File: src/rtl/swd_pkg.sv
`timescale 1ns / 1ps
// Shared types and constants for the LIFO stack with delete-by-value.
// Used by swd_seq, stack_with_delete_by_value_unit, stack_result_checker and the testbench; no dependencies.
package swd_pkg;

  localparam int STACK_DEPTH = 32;
  localparam int DATA_W      = 32;
  localparam int IDX_W       = $clog2(STACK_DEPTH);
  localparam int CNT_W       = $clog2(STACK_DEPTH + 1);
  localparam int CMD_W       = 2;
  localparam int OUT_CNT_W   = 6;

  typedef enum logic [CMD_W-1:0] {
    CMD_PUSH = 2'd0,
    CMD_POP  = 2'd1,
    CMD_DEL  = 2'd2
  } cmd_e;

  typedef enum logic [1:0] {
    ST_DONE      = 2'd0,
    ST_FULL      = 2'd1,
    ST_NOT_FOUND = 2'd2
  } status_e;

  typedef struct packed {
    logic [CMD_W-1:0]  cmd;
    logic [DATA_W-1:0] value;
  } cmd_t;

  typedef struct packed {
    logic              valid;
    status_e           status;
    logic [CNT_W-1:0]  count;
    logic [DATA_W-1:0] top;
  } res_t;

  typedef struct packed {
    logic              en;
    logic [IDX_W-1:0]  addr;
    logic [DATA_W-1:0] data;
  } ram_wr_t;

endpackage

File: src/rtl/swd_ram.sv
`timescale 1ns / 1ps
// Generic single-write, single-read RAM with registered read data.
// Stand-alone; no package dependencies.
module swd_ram #(
  parameter int WIDTH = 32,
  parameter int DEPTH = 32
) (
  input  logic                     clk_i,
  input  logic                     we_i,
  input  logic [$clog2(DEPTH)-1:0] waddr_i,
  input  logic [WIDTH-1:0]         wdata_i,
  input  logic [$clog2(DEPTH)-1:0] raddr_i,
  output logic [WIDTH-1:0]         rdata_o
);

  logic [WIDTH-1:0] mem_q [DEPTH];

  always_ff @(posedge clk_i) begin
    if (we_i) begin
      mem_q[waddr_i] <= wdata_i;
    end
    rdata_o <= mem_q[raddr_i];
  end

endmodule

File: src/rtl/swd_seq.sv
`timescale 1ns / 1ps
// Command sequencer: owns the fill count and top register, and walks the
// entry RAM with one shared compare for delete. Depends on swd_pkg.
module swd_seq import swd_pkg::*; (
  input  logic              clk_i,
  input  logic              rst_ni,
  input  logic              start_i,
  input  cmd_t              cmd_i,
  output logic              idle_o,
  output res_t              res_o,
  output ram_wr_t           ram_wr_o,
  output logic [IDX_W-1:0]  ram_raddr_o,
  input  logic [DATA_W-1:0] ram_rdata_i
);

  typedef enum logic [3:0] {
    S_IDLE   = 4'b0001,
    S_SEARCH = 4'b0010,
    S_SHIFT  = 4'b0100,
    S_TOPRD  = 4'b1000
  } state_e;

  state_e            st_q, st_d;
  logic [CNT_W-1:0]  count_q, count_d;
  logic [DATA_W-1:0] top_q, top_d;
  logic [DATA_W-1:0] value_q, value_d;
  logic [IDX_W-1:0]  idx_q, idx_d;
  logic [CNT_W-1:0]  cnt_m1, cnt_m2;
  logic              match;

  assign cnt_m1 = count_q - CNT_W'(1);
  assign cnt_m2 = count_q - CNT_W'(2);
  assign match  = (ram_rdata_i == value_q);
  assign idle_o = (st_q == S_IDLE);

  always_comb begin
    st_d        = st_q;
    count_d     = count_q;
    top_d       = top_q;
    value_d     = value_q;
    idx_d       = idx_q;
    ram_wr_o    = '0;
    ram_raddr_o = idx_q - IDX_W'(1);
    res_o.valid  = 1'b0;
    res_o.status = ST_DONE;
    res_o.count  = count_q;
    res_o.top    = top_q;

    unique case (st_q)
      S_IDLE: begin
        if (start_i) begin
          value_d = cmd_i.value;
          unique case (cmd_i.cmd)
            CMD_PUSH: begin
              res_o.valid = 1'b1;
              if (count_q == CNT_W'(STACK_DEPTH)) begin
                res_o.status = ST_FULL;
              end else begin
                ram_wr_o.en   = 1'b1;
                ram_wr_o.addr = count_q[IDX_W-1:0];
                ram_wr_o.data = cmd_i.value;
                count_d       = count_q + CNT_W'(1);
                top_d         = cmd_i.value;
                res_o.count   = count_q + CNT_W'(1);
                res_o.top     = cmd_i.value;
              end
            end
            CMD_POP: begin
              if (count_q == '0) begin
                res_o.valid  = 1'b1;
                res_o.status = ST_NOT_FOUND;
              end else if (count_q == CNT_W'(1)) begin
                count_d     = '0;
                top_d       = '0;
                res_o.valid = 1'b1;
                res_o.count = '0;
                res_o.top   = '0;
              end else begin
                // The entry below the top becomes the new top.
                ram_raddr_o = cnt_m2[IDX_W-1:0];
                st_d        = S_TOPRD;
              end
            end
            CMD_DEL: begin
              if (count_q == '0) begin
                res_o.valid  = 1'b1;
                res_o.status = ST_NOT_FOUND;
              end else begin
                ram_raddr_o = cnt_m1[IDX_W-1:0];
                idx_d       = cnt_m1[IDX_W-1:0];
                st_d        = S_SEARCH;
              end
            end
            default: begin
              res_o.valid = 1'b1;
            end
          endcase
        end
      end
      S_SEARCH: begin
        // idx_q names the entry whose data is on the read port; the next
        // lower entry is fetched every cycle until a match is seen or entry 0 is checked.
        if (match) begin
          if (idx_q == cnt_m1[IDX_W-1:0]) begin
            if (idx_q == '0) begin
              count_d     = '0;
              top_d       = '0;
              res_o.valid = 1'b1;
              res_o.count = '0;
              res_o.top   = '0;
              st_d        = S_IDLE;
            end else begin
              ram_raddr_o = idx_q - IDX_W'(1);
              st_d        = S_TOPRD;
            end
          end else begin
            ram_raddr_o = idx_q + IDX_W'(1);
            st_d        = S_SHIFT;
          end
        end else if (idx_q == '0) begin
          res_o.valid  = 1'b1;
          res_o.status = ST_NOT_FOUND;
          st_d         = S_IDLE;
        end else begin
          idx_d = idx_q - IDX_W'(1);
        end
      end
      S_SHIFT: begin
        // Read data holds entry idx_q + 1; move it down one place.
        ram_wr_o.en   = 1'b1;
        ram_wr_o.addr = idx_q;
        ram_wr_o.data = ram_rdata_i;
        if (idx_q == cnt_m2[IDX_W-1:0]) begin
          count_d     = cnt_m1;
          res_o.valid = 1'b1;
          res_o.count = cnt_m1;
          st_d        = S_IDLE;
        end else begin
          idx_d       = idx_q + IDX_W'(1);
          ram_raddr_o = idx_q + IDX_W'(2);
        end
      end
      S_TOPRD: begin
        count_d     = cnt_m1;
        top_d       = ram_rdata_i;
        res_o.valid = 1'b1;
        res_o.count = cnt_m1;
        res_o.top   = ram_rdata_i;
        st_d        = S_IDLE;
      end
      default: begin
        st_d = S_IDLE;
      end
    endcase
  end

  always_ff @(posedge clk_i or negedge rst_ni) begin
    if (!rst_ni) begin
      st_q    <= S_IDLE;
      count_q <= '0;
      top_q   <= '0;
    end else begin
      st_q    <= st_d;
      count_q <= count_d;
      top_q   <= top_d;
    end
  end

  always_ff @(posedge clk_i) begin
    value_q <= value_d;
    idx_q   <= idx_d;
  end

`ifndef SYNTHESIS
  a_count_bound: assert property (@(posedge clk_i) disable iff (!rst_ni)
    count_q <= CNT_W'(STACK_DEPTH))
    else $error("fill count beyond stack depth");

  a_push_grows: assert property (@(posedge clk_i) disable iff (!rst_ni)
    (start_i && st_q == S_IDLE && cmd_i.cmd == CMD_PUSH &&
     count_q != CNT_W'(STACK_DEPTH)) |=> count_q == $past(count_q) + CNT_W'(1))
    else $error("accepted push did not grow the stack");

  a_shift_needs_two: assert property (@(posedge clk_i) disable iff (!rst_ni)
    st_q == S_SHIFT |-> count_q >= CNT_W'(2))
    else $error("shift with fewer than two entries");

  a_result_ends_cmd: assert property (@(posedge clk_i) disable iff (!rst_ni)
    res_o.valid |=> st_q == S_IDLE)
    else $error("sequencer busy after giving a result");

  a_write_states: assert property (@(posedge clk_i) disable iff (!rst_ni)
    ram_wr_o.en |-> (st_q == S_IDLE || st_q == S_SHIFT))
    else $error("entry write outside push or shift");
`endif

endmodule

File: src/rtl/stack_with_delete_by_value_unit.sv
`timescale 1ns / 1ps
// Top level of the LIFO stack with delete-by-value: handshakes, result
// register and entry RAM. Depends on swd_pkg, swd_seq and swd_ram.
//
//  channel  direction  handshake                 payload
//  in       input      in_valid_i / in_stall_o   cmd_i, value_i
//  out      output     out_valid_o / out_stall_i status_o, entry_count_o, top_value_o
//
// Push and the unused command finish from idle; pop finishes from idle or through
// a top refetch. Delete on an empty stack finishes from idle; otherwise it reads
// the top entry, checks entries downward from the top, then moves each entry above
// the match down (or refetches the top); the entry RAM has a single read port.
// Reset empties the stack at once; no clearing pass is needed.
// A new beat is taken only while idle and the result register is free or
// being drained in the same cycle.
module stack_with_delete_by_value_unit import swd_pkg::*; (
  input  logic                        clk_i,
  input  logic                        rst_ni,
  input  logic                        in_valid_i,
  output logic                        in_stall_o,
  input  logic [CMD_W-1:0]            cmd_i,
  input  logic signed [DATA_W-1:0]    value_i,
  output logic                        out_valid_o,
  input  logic                        out_stall_i,
  output logic [1:0]                  status_o,
  output logic [OUT_CNT_W-1:0]        entry_count_o,
  output logic signed [DATA_W-1:0]    top_value_o
);

  logic              idle;
  logic              start;
  logic              out_free;
  cmd_t              cmd_beat;
  res_t              res;
  ram_wr_t           ram_wr;
  logic [IDX_W-1:0]  ram_raddr;
  logic [DATA_W-1:0] ram_rdata;

  logic                 out_valid_q;
  logic [1:0]           status_q;
  logic [OUT_CNT_W-1:0] count_q;
  logic [DATA_W-1:0]    top_q;

  assign out_free   = !out_valid_q || !out_stall_i;
  assign in_stall_o = !(idle && out_free);
  assign start      = in_valid_i && !in_stall_o;

  assign cmd_beat.cmd   = cmd_i;
  assign cmd_beat.value = value_i;

  swd_seq u_seq (
    .clk_i       (clk_i),
    .rst_ni      (rst_ni),
    .start_i     (start),
    .cmd_i       (cmd_beat),
    .idle_o      (idle),
    .res_o       (res),
    .ram_wr_o    (ram_wr),
    .ram_raddr_o (ram_raddr),
    .ram_rdata_i (ram_rdata)
  );

  swd_ram #(
    .WIDTH (DATA_W),
    .DEPTH (STACK_DEPTH)
  ) u_ram (
    .clk_i   (clk_i),
    .we_i    (ram_wr.en),
    .waddr_i (ram_wr.addr),
    .wdata_i (ram_wr.data),
    .raddr_i (ram_raddr),
    .rdata_o (ram_rdata)
  );

  always_ff @(posedge clk_i or negedge rst_ni) begin
    if (!rst_ni) begin
      out_valid_q <= 1'b0;
    end else if (res.valid) begin
      out_valid_q <= 1'b1;
    end else if (!out_stall_i) begin
      out_valid_q <= 1'b0;
    end
  end

  always_ff @(posedge clk_i) begin
    if (res.valid) begin
      status_q <= res.status;
      count_q  <= OUT_CNT_W'(res.count);
      top_q    <= res.top;
    end
  end

  assign out_valid_o   = out_valid_q;
  assign status_o      = status_q;
  assign entry_count_o = count_q;
  assign top_value_o   = top_q;

endmodule

File: config.mk
export PLATFORM = sky130hd
export DESIGN_NAME = stack_with_delete_by_value_unit
export DESIGN_NICKNAME = d
export VERILOG_FILES = /design/src/rtl/swd_pkg.sv /design/src/rtl/swd_ram.sv /design/src/rtl/swd_seq.sv /design/src/rtl/stack_with_delete_by_value_unit.sv
export SDC_FILE = /design/constraint.sdc
export NUM_CORES = 1
export LEC_CHECK = 0
export BUFFER_PORTS_ARGS = -buffer_cell sky130_fd_sc_hd__buf_2
export CAP_MARGIN = 20
export CORE_MARGIN = 2
export CORE_UTILIZATION = 38
export CTS_CLUSTER_SIZE = 30
export DETAILED_ROUTE_END_ITERATION = 12
export GPL_ROUTABILITY_DRIVEN = 0
export HOLD_SLACK_MARGIN = 0.1
export SYNTH_ARGS = -nofsm -noshare
export SYNTH_HDL_FRONTEND = slang
export SYNTH_HIERARCHICAL = 1
export SYNTH_SLANG_ARGS = --single-unit
File: constraint.sdc
create_clock -name clk_i -period 4.68 [get_ports clk_i]
set_input_delay 0.468 -clock clk_i [delete_from_list [all_inputs] [get_ports clk_i]]
set_output_delay 0.468 -clock clk_i [all_outputs]
set_load 0.05 [all_outputs]
==> results of run 1 <==
## metrics by stage
stage / worst slack [ps] / hold WS, ps / util / total power, mW / instance area, um^2
finish: 304 / 349 / 0.447 / 27.6 / 55400
detailed placement: 257 / 482 / 0.412 / 18.5 / 51200
floorplan: 234 / 172 / - / 16.4 / 47700
CTS: 241 / 303 / 0.445 / 27.7 / 55200
global placement: 332 / 474 / 0.412 / 18.5 / 51200
global route: 69.3 / 352 / 0.447 / 28.6 / 55400
## Yosys cell counts, types with 4 or more instances
cell type / count
edfxtp_1: 1101
nor3_1: 42
o31ai_1: 4
buf_2: 38
and3_1: 37
dfxtp_1: 32
a31oi_1: 36
nor2_1: 58
clkbuf_1: 67
mux2i_1: 516
xor2_1: 7
buf_1: 8
o21ai_0: 19
nor2b_1: 4
or3_1: 4
a21o_1: 36
nand2_1: 128
mux2_1: 28
ha_1: 17
o22ai_1: 12
buf_4: 35
nand3_1: 110
dfrtp_1: 42
buf_6: 20
a22oi_1: 101
mux2_2: 5
nand4_1: 9
a221o_1: 34
a22o_1: 97
o21ai_1: 6
nand2b_1: 6
nand3b_1: 6
xnor2_1: 43
a21oi_1: 107
inv_1: 13
## sequential cells by signal (all words and copies together), names as in the netlist
name / flops
entry_count_o: 6
out_valid_o: 1
status_o: 2
top_value_o: 32
u_ram/mem_q: 1024
u_ram/rdata_o: 32
u_seq/count_q: 6
u_seq/idx_q: 5
u_seq/st_q: 4
u_seq/top_q: 32
u_seq/value_q: 32
## cells by family (layout without fill, tap and decap cells)
kind of cell	count (synthesis)	after routing	share of synthesized area
fa+ha+maj	17	17	0.00446
other cells	0	2	0
xor+xnor	51	51	0.00968
compound gates	487	487	0.0742
buf+inv	186	501	0.0217
simple gates	429	429	0.0447
mux	549	549	0.116
flops	1176	1176	0.729
## worst max-delay path: stages, from the launching register on
cell      delay, ps
dfrtp_1         470
inv_1           260
ha_1            270
a21boi_2        400
xnor2_1         190
nand3_1         140
o211ai_4        360
mux2i_1         260
xnor2_1          70
o21ai_0         260
buf_4           210
and2_4          410
buf_12          290
a22o_1          180
nor3_1           40
a31oi_1         300
nand3_1         110
## path summary, 6_finish.rpt
check                            startpoint                end  slack [ps]  cells after the start
setup / recovery           u_seq/count_q[1]  u_ram/rdata_o[26]         300                     16
hold / removal                     cmd_i[1]        status_o[1]         350                      3
setup reg to reg           u_seq/count_q[1]  u_ram/rdata_o[26]         300                     16
hold reg to reg             u_seq/top_q[28]    u_seq/top_q[28]         500                      1
max in group asynchronous            rst_ni    u_seq/top_q[17]        3750                      3
min in group asynchronous            rst_ni     u_seq/top_q[2]         450                      3
## per-layer routing
layer / wire length [um] / vias to the layer above / part of all wire / track usage
li1: - / 11901 / - / -
met3: 9030 / 186 / 0.069 / 0.0295
met4: 2940 / 0 / 0.022 / 0.0523
met1: 57200 / 14195 / 0.44 / 0.286
met5: 0 / - / 0 / 0
met2: 62000 / 1090 / 0.47 / 0.324
## what timing repair did
action	4_1_cts	5_1_grt
hold endpoints to repair	78	0
resized for setup	0	3
setup endpoints to repair	0	3
hold buffers	34	0
## report_power, final
part           internal (mW)  total (mW)  switching, mW
Sequential              12.1        12.7          0.568
Clock                   5.25        9.16           3.90
Combinational           2.19        5.78           3.59
Total                   19.5        27.6           8.06
## cells in the final DEF, fill, tap and decap left out, types with 5 or more instances in the layout
cell,count
a21o_1,36
a21oi_1,107
a221o_1,33
a22o_1,97
a22oi_1,101
a31oi_1,36
and3_1,37
buf_12,53
buf_2,79
buf_4,100
bufinv_16,11
clkbuf_1,32
clkbuf_16,116
clkbuf_8,6
clkinv_1,22
clkinv_2,20
clkinvlp_4,5
dfrtp_1,42
dfxtp_1,32
dlygate4sd3_1,34
edfxtp_1,1101
ha_1,16
inv_1,13
mux2_1,28
mux2_2,5
mux2i_1,516
nand2_1,127
nand3_1,110
nand3b_1,6
nand4_1,9
nor2_1,25
nor2_4,33
nor3_1,39
o21ai_0,18
o21ai_1,6
o22ai_1,12
xnor2_1,43
xor2_1,7
## final cells by class
type / instances / area, um^2
diodes: 2 / 5.00
multi-input cells: 1533 / 12200
fillers: 10698 / 68700
clock buffers: 154 / 3110
well taps: 1637 / 2050
flip-flops and latches: 1176 / 34800
repair buffers: 268 / 2600
clock inverters: 64 / 626
inverters: 15 / 56.3
==> metrics.txt, run 1 <==
critical path arrival=4950 ps; Period minus WS final=4380 ps; CP endpoint kind=flop; Worst Path Required=5250 ps; FFs w/ async S/R, synth=0.0366; Avg Cell Area, Syn=16.5 um^2; largest area contributor in the netlist=edfxtp_1; total negative slack=0 ps; core area=124000 um^2; synth top area cells=edfxtp_1 (69%), mux2i_1 (11%), dfrtp_1 (2.2%); crit path kind=flop to flop; Die Y=358 um; Synth top area share=0.693; via density per instance=5.64; post-route ant nets=0; worst hold path class=input pin to flop; final setup vio count=0; fin crit share=0.935; Synth cell types=79; flops & latches, synth=1176; placed insts=4587; Post-Syn Area=47700 um^2; layout cells sized above 1=0.148; Final Skew=44.0 ps; drt wl/cell=27.0 um; Crit Path Max Fanout=35; Die X=358 um; MaxCap Viol Count=0; Final Max Slew Viols=0; EDFF count, synth=1101; Cells after Synth=2895; status=finished clean; Main synth FF type=edfxtp_1; gr ovfl total=0; DRC=0; 1st-pass router iterations=6; Least-Margin Pin Slew=1130 ps; Sink Count=1176; H-tree lvl count=3; final WL=131000 um; RSZ-0062 raised after global routing=no; Clock Path Buffers=3; Yosys warning count=6; final hold violations=0; die area=128000 um^2; VDD IR-drop max=0.340 mV; largest net degree at the start of global routing=72; I/O pin cnt=80; Detailed Route Iter0 Violations=3269; Syn Nets=2950; # rows=129; later-pin clock latency in the skew report=710 ps; nets=3163; CTS root buf=clkbuf_16; total number of vias=27372; CTS Buf Count=114; Post-CTS Setup Repair Bufs=0; HPWL Detailed=75400 um; Slew headroom=0.248; GR Util All Layers=0.201; Critical Path Start Type=flop; CTS tree=built; synthesis-to-finish area growth=16.2%; fin cells=4849; Initial Utilization=0.384; Port Buffers=79; Pwr Density=498 nW/um^2; FMAX=228 MHz; Leak=20.7 nW; first-pass GRT wire length=187000 um; Clock transition at path regs=60 ps; vias in the first global route=26125; sequential-to-total area share from yosys stat=0.729; antenna violations before repair=1
(Power assumes the default switching activity.)
==> run 2, diff against run 1 <==
--- a/config.mk
+++ b/config.mk
@@ -7,12 +7,15 @@
 export LEC_CHECK = 0
 export BUFFER_PORTS_ARGS = -buffer_cell sky130_fd_sc_hd__buf_2
 export CAP_MARGIN = 20
-export CORE_MARGIN = 2
+export CELL_PAD_IN_SITES_DETAIL_PLACEMENT = 0
+export CELL_PAD_IN_SITES_GLOBAL_PLACEMENT = 1
+export CORE_MARGIN = 4
 export CORE_UTILIZATION = 38
 export CTS_CLUSTER_SIZE = 30
 export DETAILED_ROUTE_END_ITERATION = 12
 export GPL_ROUTABILITY_DRIVEN = 0
 export HOLD_SLACK_MARGIN = 0.1
+export PLACE_DENSITY_LB_ADDON = 0.1
 export SYNTH_ARGS = -nofsm -noshare
 export SYNTH_HDL_FRONTEND = slang
 export SYNTH_HIERARCHICAL = 1
==> run 2 against run 1 <==
Against the previous run:
- global-route usage is 1.6 points higher
- register-to-register slack got worse by 70 ps
- cell count up 1.7%
- critical path type unchanged
- non-clock buffer count grew 60
==> metrics.txt, run 2 (synthesis gave the netlist of run 1 again) <==
Final Util=0.452; Die Y=362 um; worst hold path class=input pin to flop; RR Startpoint=u_seq/count_q[1]; HPWL Detailed=85500 um; status=finished clean; VDD IR-drop max=0.269 mV; Critical Path Start Type=flop; Period minus WS final=4450 ps; final hold violations=0; largest net degree at the start of global routing=65; crit-path most repeated cell=buf_4; Clock Path Buffers=3; Biggest register=u_ram/mem_q; Leak=21.1 nW; final WL=144000 um; drt wl/cell=29.3 um; Initial Utilization=0.384; # rows=129; CP Cell Sequence=inv_2 -> ha_1 -> xor3_1 -> or3_4 -> nor2_2 -> nor2_2 -> a222oi_1 -> o21ai_1 -> buf_4 -> buf_4 -> nor2_4 -> buf_12 -> buf_4 -> a22o_1 -> nor3_1 -> a31oi_2 -> nand3_1; Die X=362 um; CTS tree=built; vias in the first global route=27680; nets=3241; cell family with most CP delay=simple AND/OR/NAND/NOR gates; Final Skew=34.5 ps; H-tree lvl count=4; total negative slack=0 ps; min-delay src=cmd_i[1]; first-pass GRT wire length=204000 um; core area=124000 um^2; crit path from=u_seq/count_q[1]; DRC=0; layout cells sized above 1=0.167; Largest register FFs=1024; FMAX=225 MHz; gr ovfl total=0; 1st-pass router iterations=7; later-pin clock latency in the skew report=750 ps; CP Buf/Inv Count=5; antenna violations before repair=1; MaxCap Viol Count=0; crit path kind=flop to flop; Slew headroom=0.282; Clock transition at path regs=60 ps; total number of vias=27732; CP endpoint kind=flop; I/O pin cnt=80; post-route ant nets=0; Slowest cell on crit path=dfrtp_1; Crit Path Max Fanout=22; fillcell total=10836; CTS root buf=clkbuf_16; final setup vio count=0; largest stage delay on the critical path=480 ps; Sink Count=1176; Final Max Slew Viols=0; Port Buffers=79; Detailed Route Iter0 Violations=2665; fin crit share=0.951; critical path arrival=5030 ps; CTS Buf Count=132; die area=131000 um^2; synthesis-to-finish area growth=17.5%; commonest non-fill, non-tap cell in the layout=edfxtp_1; commonest cells after routing, fill and taps aside=edfxtp_1 (1101), mux2i_1 (516), buf_4 (175); GR Util All Layers=0.217; via density per instance=5.63; Least-Margin Pin Slew=1080 ps; Pwr Density=508 nW/um^2; Worst Path Required=5270 ps
run 2: cell types whose count changed in the layout (fill, tap and decap cells not counted), moves of 2 or more:
cell / change
buf_4: +75
clkbuf_16: +21
clkinv_8: +3
buf_12: -17
bufinv_16: -7
nor2_1: -2
clkbuf_8: -4
clkinv_4: +2
nor2_2: +2
clkinv_2: -6
clkinv_1: +11
run 2: layout make-up:
class	instances	area, um^2	area share
well taps	1637	2050	0.0365
flip-flops and latches	1176	34800	0.621
clock buffers	171	3580	0.0638
clock inverters	68	500	0.00893
inverters	15	56.3	0.00100
diodes	2	5.00	0.0000893
multi-input cells	1533	12200	0.218
repair buffers	328	2870	0.0512
run 2: worst paths after layout:
kind / slack [ps] / cells after the start / end
hold reg to reg: 490 / 1 / u_seq/top_q[16]
setup reg to reg: 230 / 17 / u_ram/rdata_o[24]
setup / recovery: 230 / 17 / u_ram/rdata_o[24]
hold / removal: 220 / 3 / status_o[1]
min in group asynchronous: 380 / 3 / u_seq/count_q[5]
max in group asynchronous: 3770 / 3 / u_seq/top_q[21]
run 2: what timing repair did:
item | in CTS | in global routing
hold endpoints to repair | 107 | 0
hold buffers | 34 | 0
endpoints found under the setup margin | 2 | 7
gates resized for setup | 3 | 5
setup buffers | 0 | 0
cloned | 1 | 0
pin swaps | 0 | 0
run 2: worst min-delay path, stage by stage:
cell     delay, ps
buf_2          100
ha_1           140
o31ai_1         90
run 2: through the flow:
step | hold slack, ps | instances | power [mW] | instance area (um^2) | setup WS (ps)
final | 223 | 4930 | 28.5 | 56000 | 230
after global routing | 211 | 4928 | 29.6 | 56000 | -19.3
after CTS | 155 | 4923 | 28.7 | 55900 | 54.8
after detailed placement | 482 | 4649 | 18.9 | 51400 | -156
after global placement | 475 | 4649 | 18.8 | 51400 | 18.6
after floorplan | 172 | 2895 | 16.4 | 47700 | 234
run 2: where the power goes:
part / internal, mW / switching (mW) / total [mW]
sequential: 12.1 / 0.606 / 12.7
combinational: 2.29 / 3.73 / 6.02
clock: 5.62 / 4.14 / 9.76
total: 20.0 / 8.47 / 28.5
run 2: metal layers:
metal,track usage,routed length [um],share of wire,up-vias
li1,-,-,-,12067
met1,0.306,64100,0.44,14530
met2,0.340,66100,0.46,935
met3,0.0477,10500,0.073,200
met4,0.0616,3660,0.025,0
met5,0,0,0,-
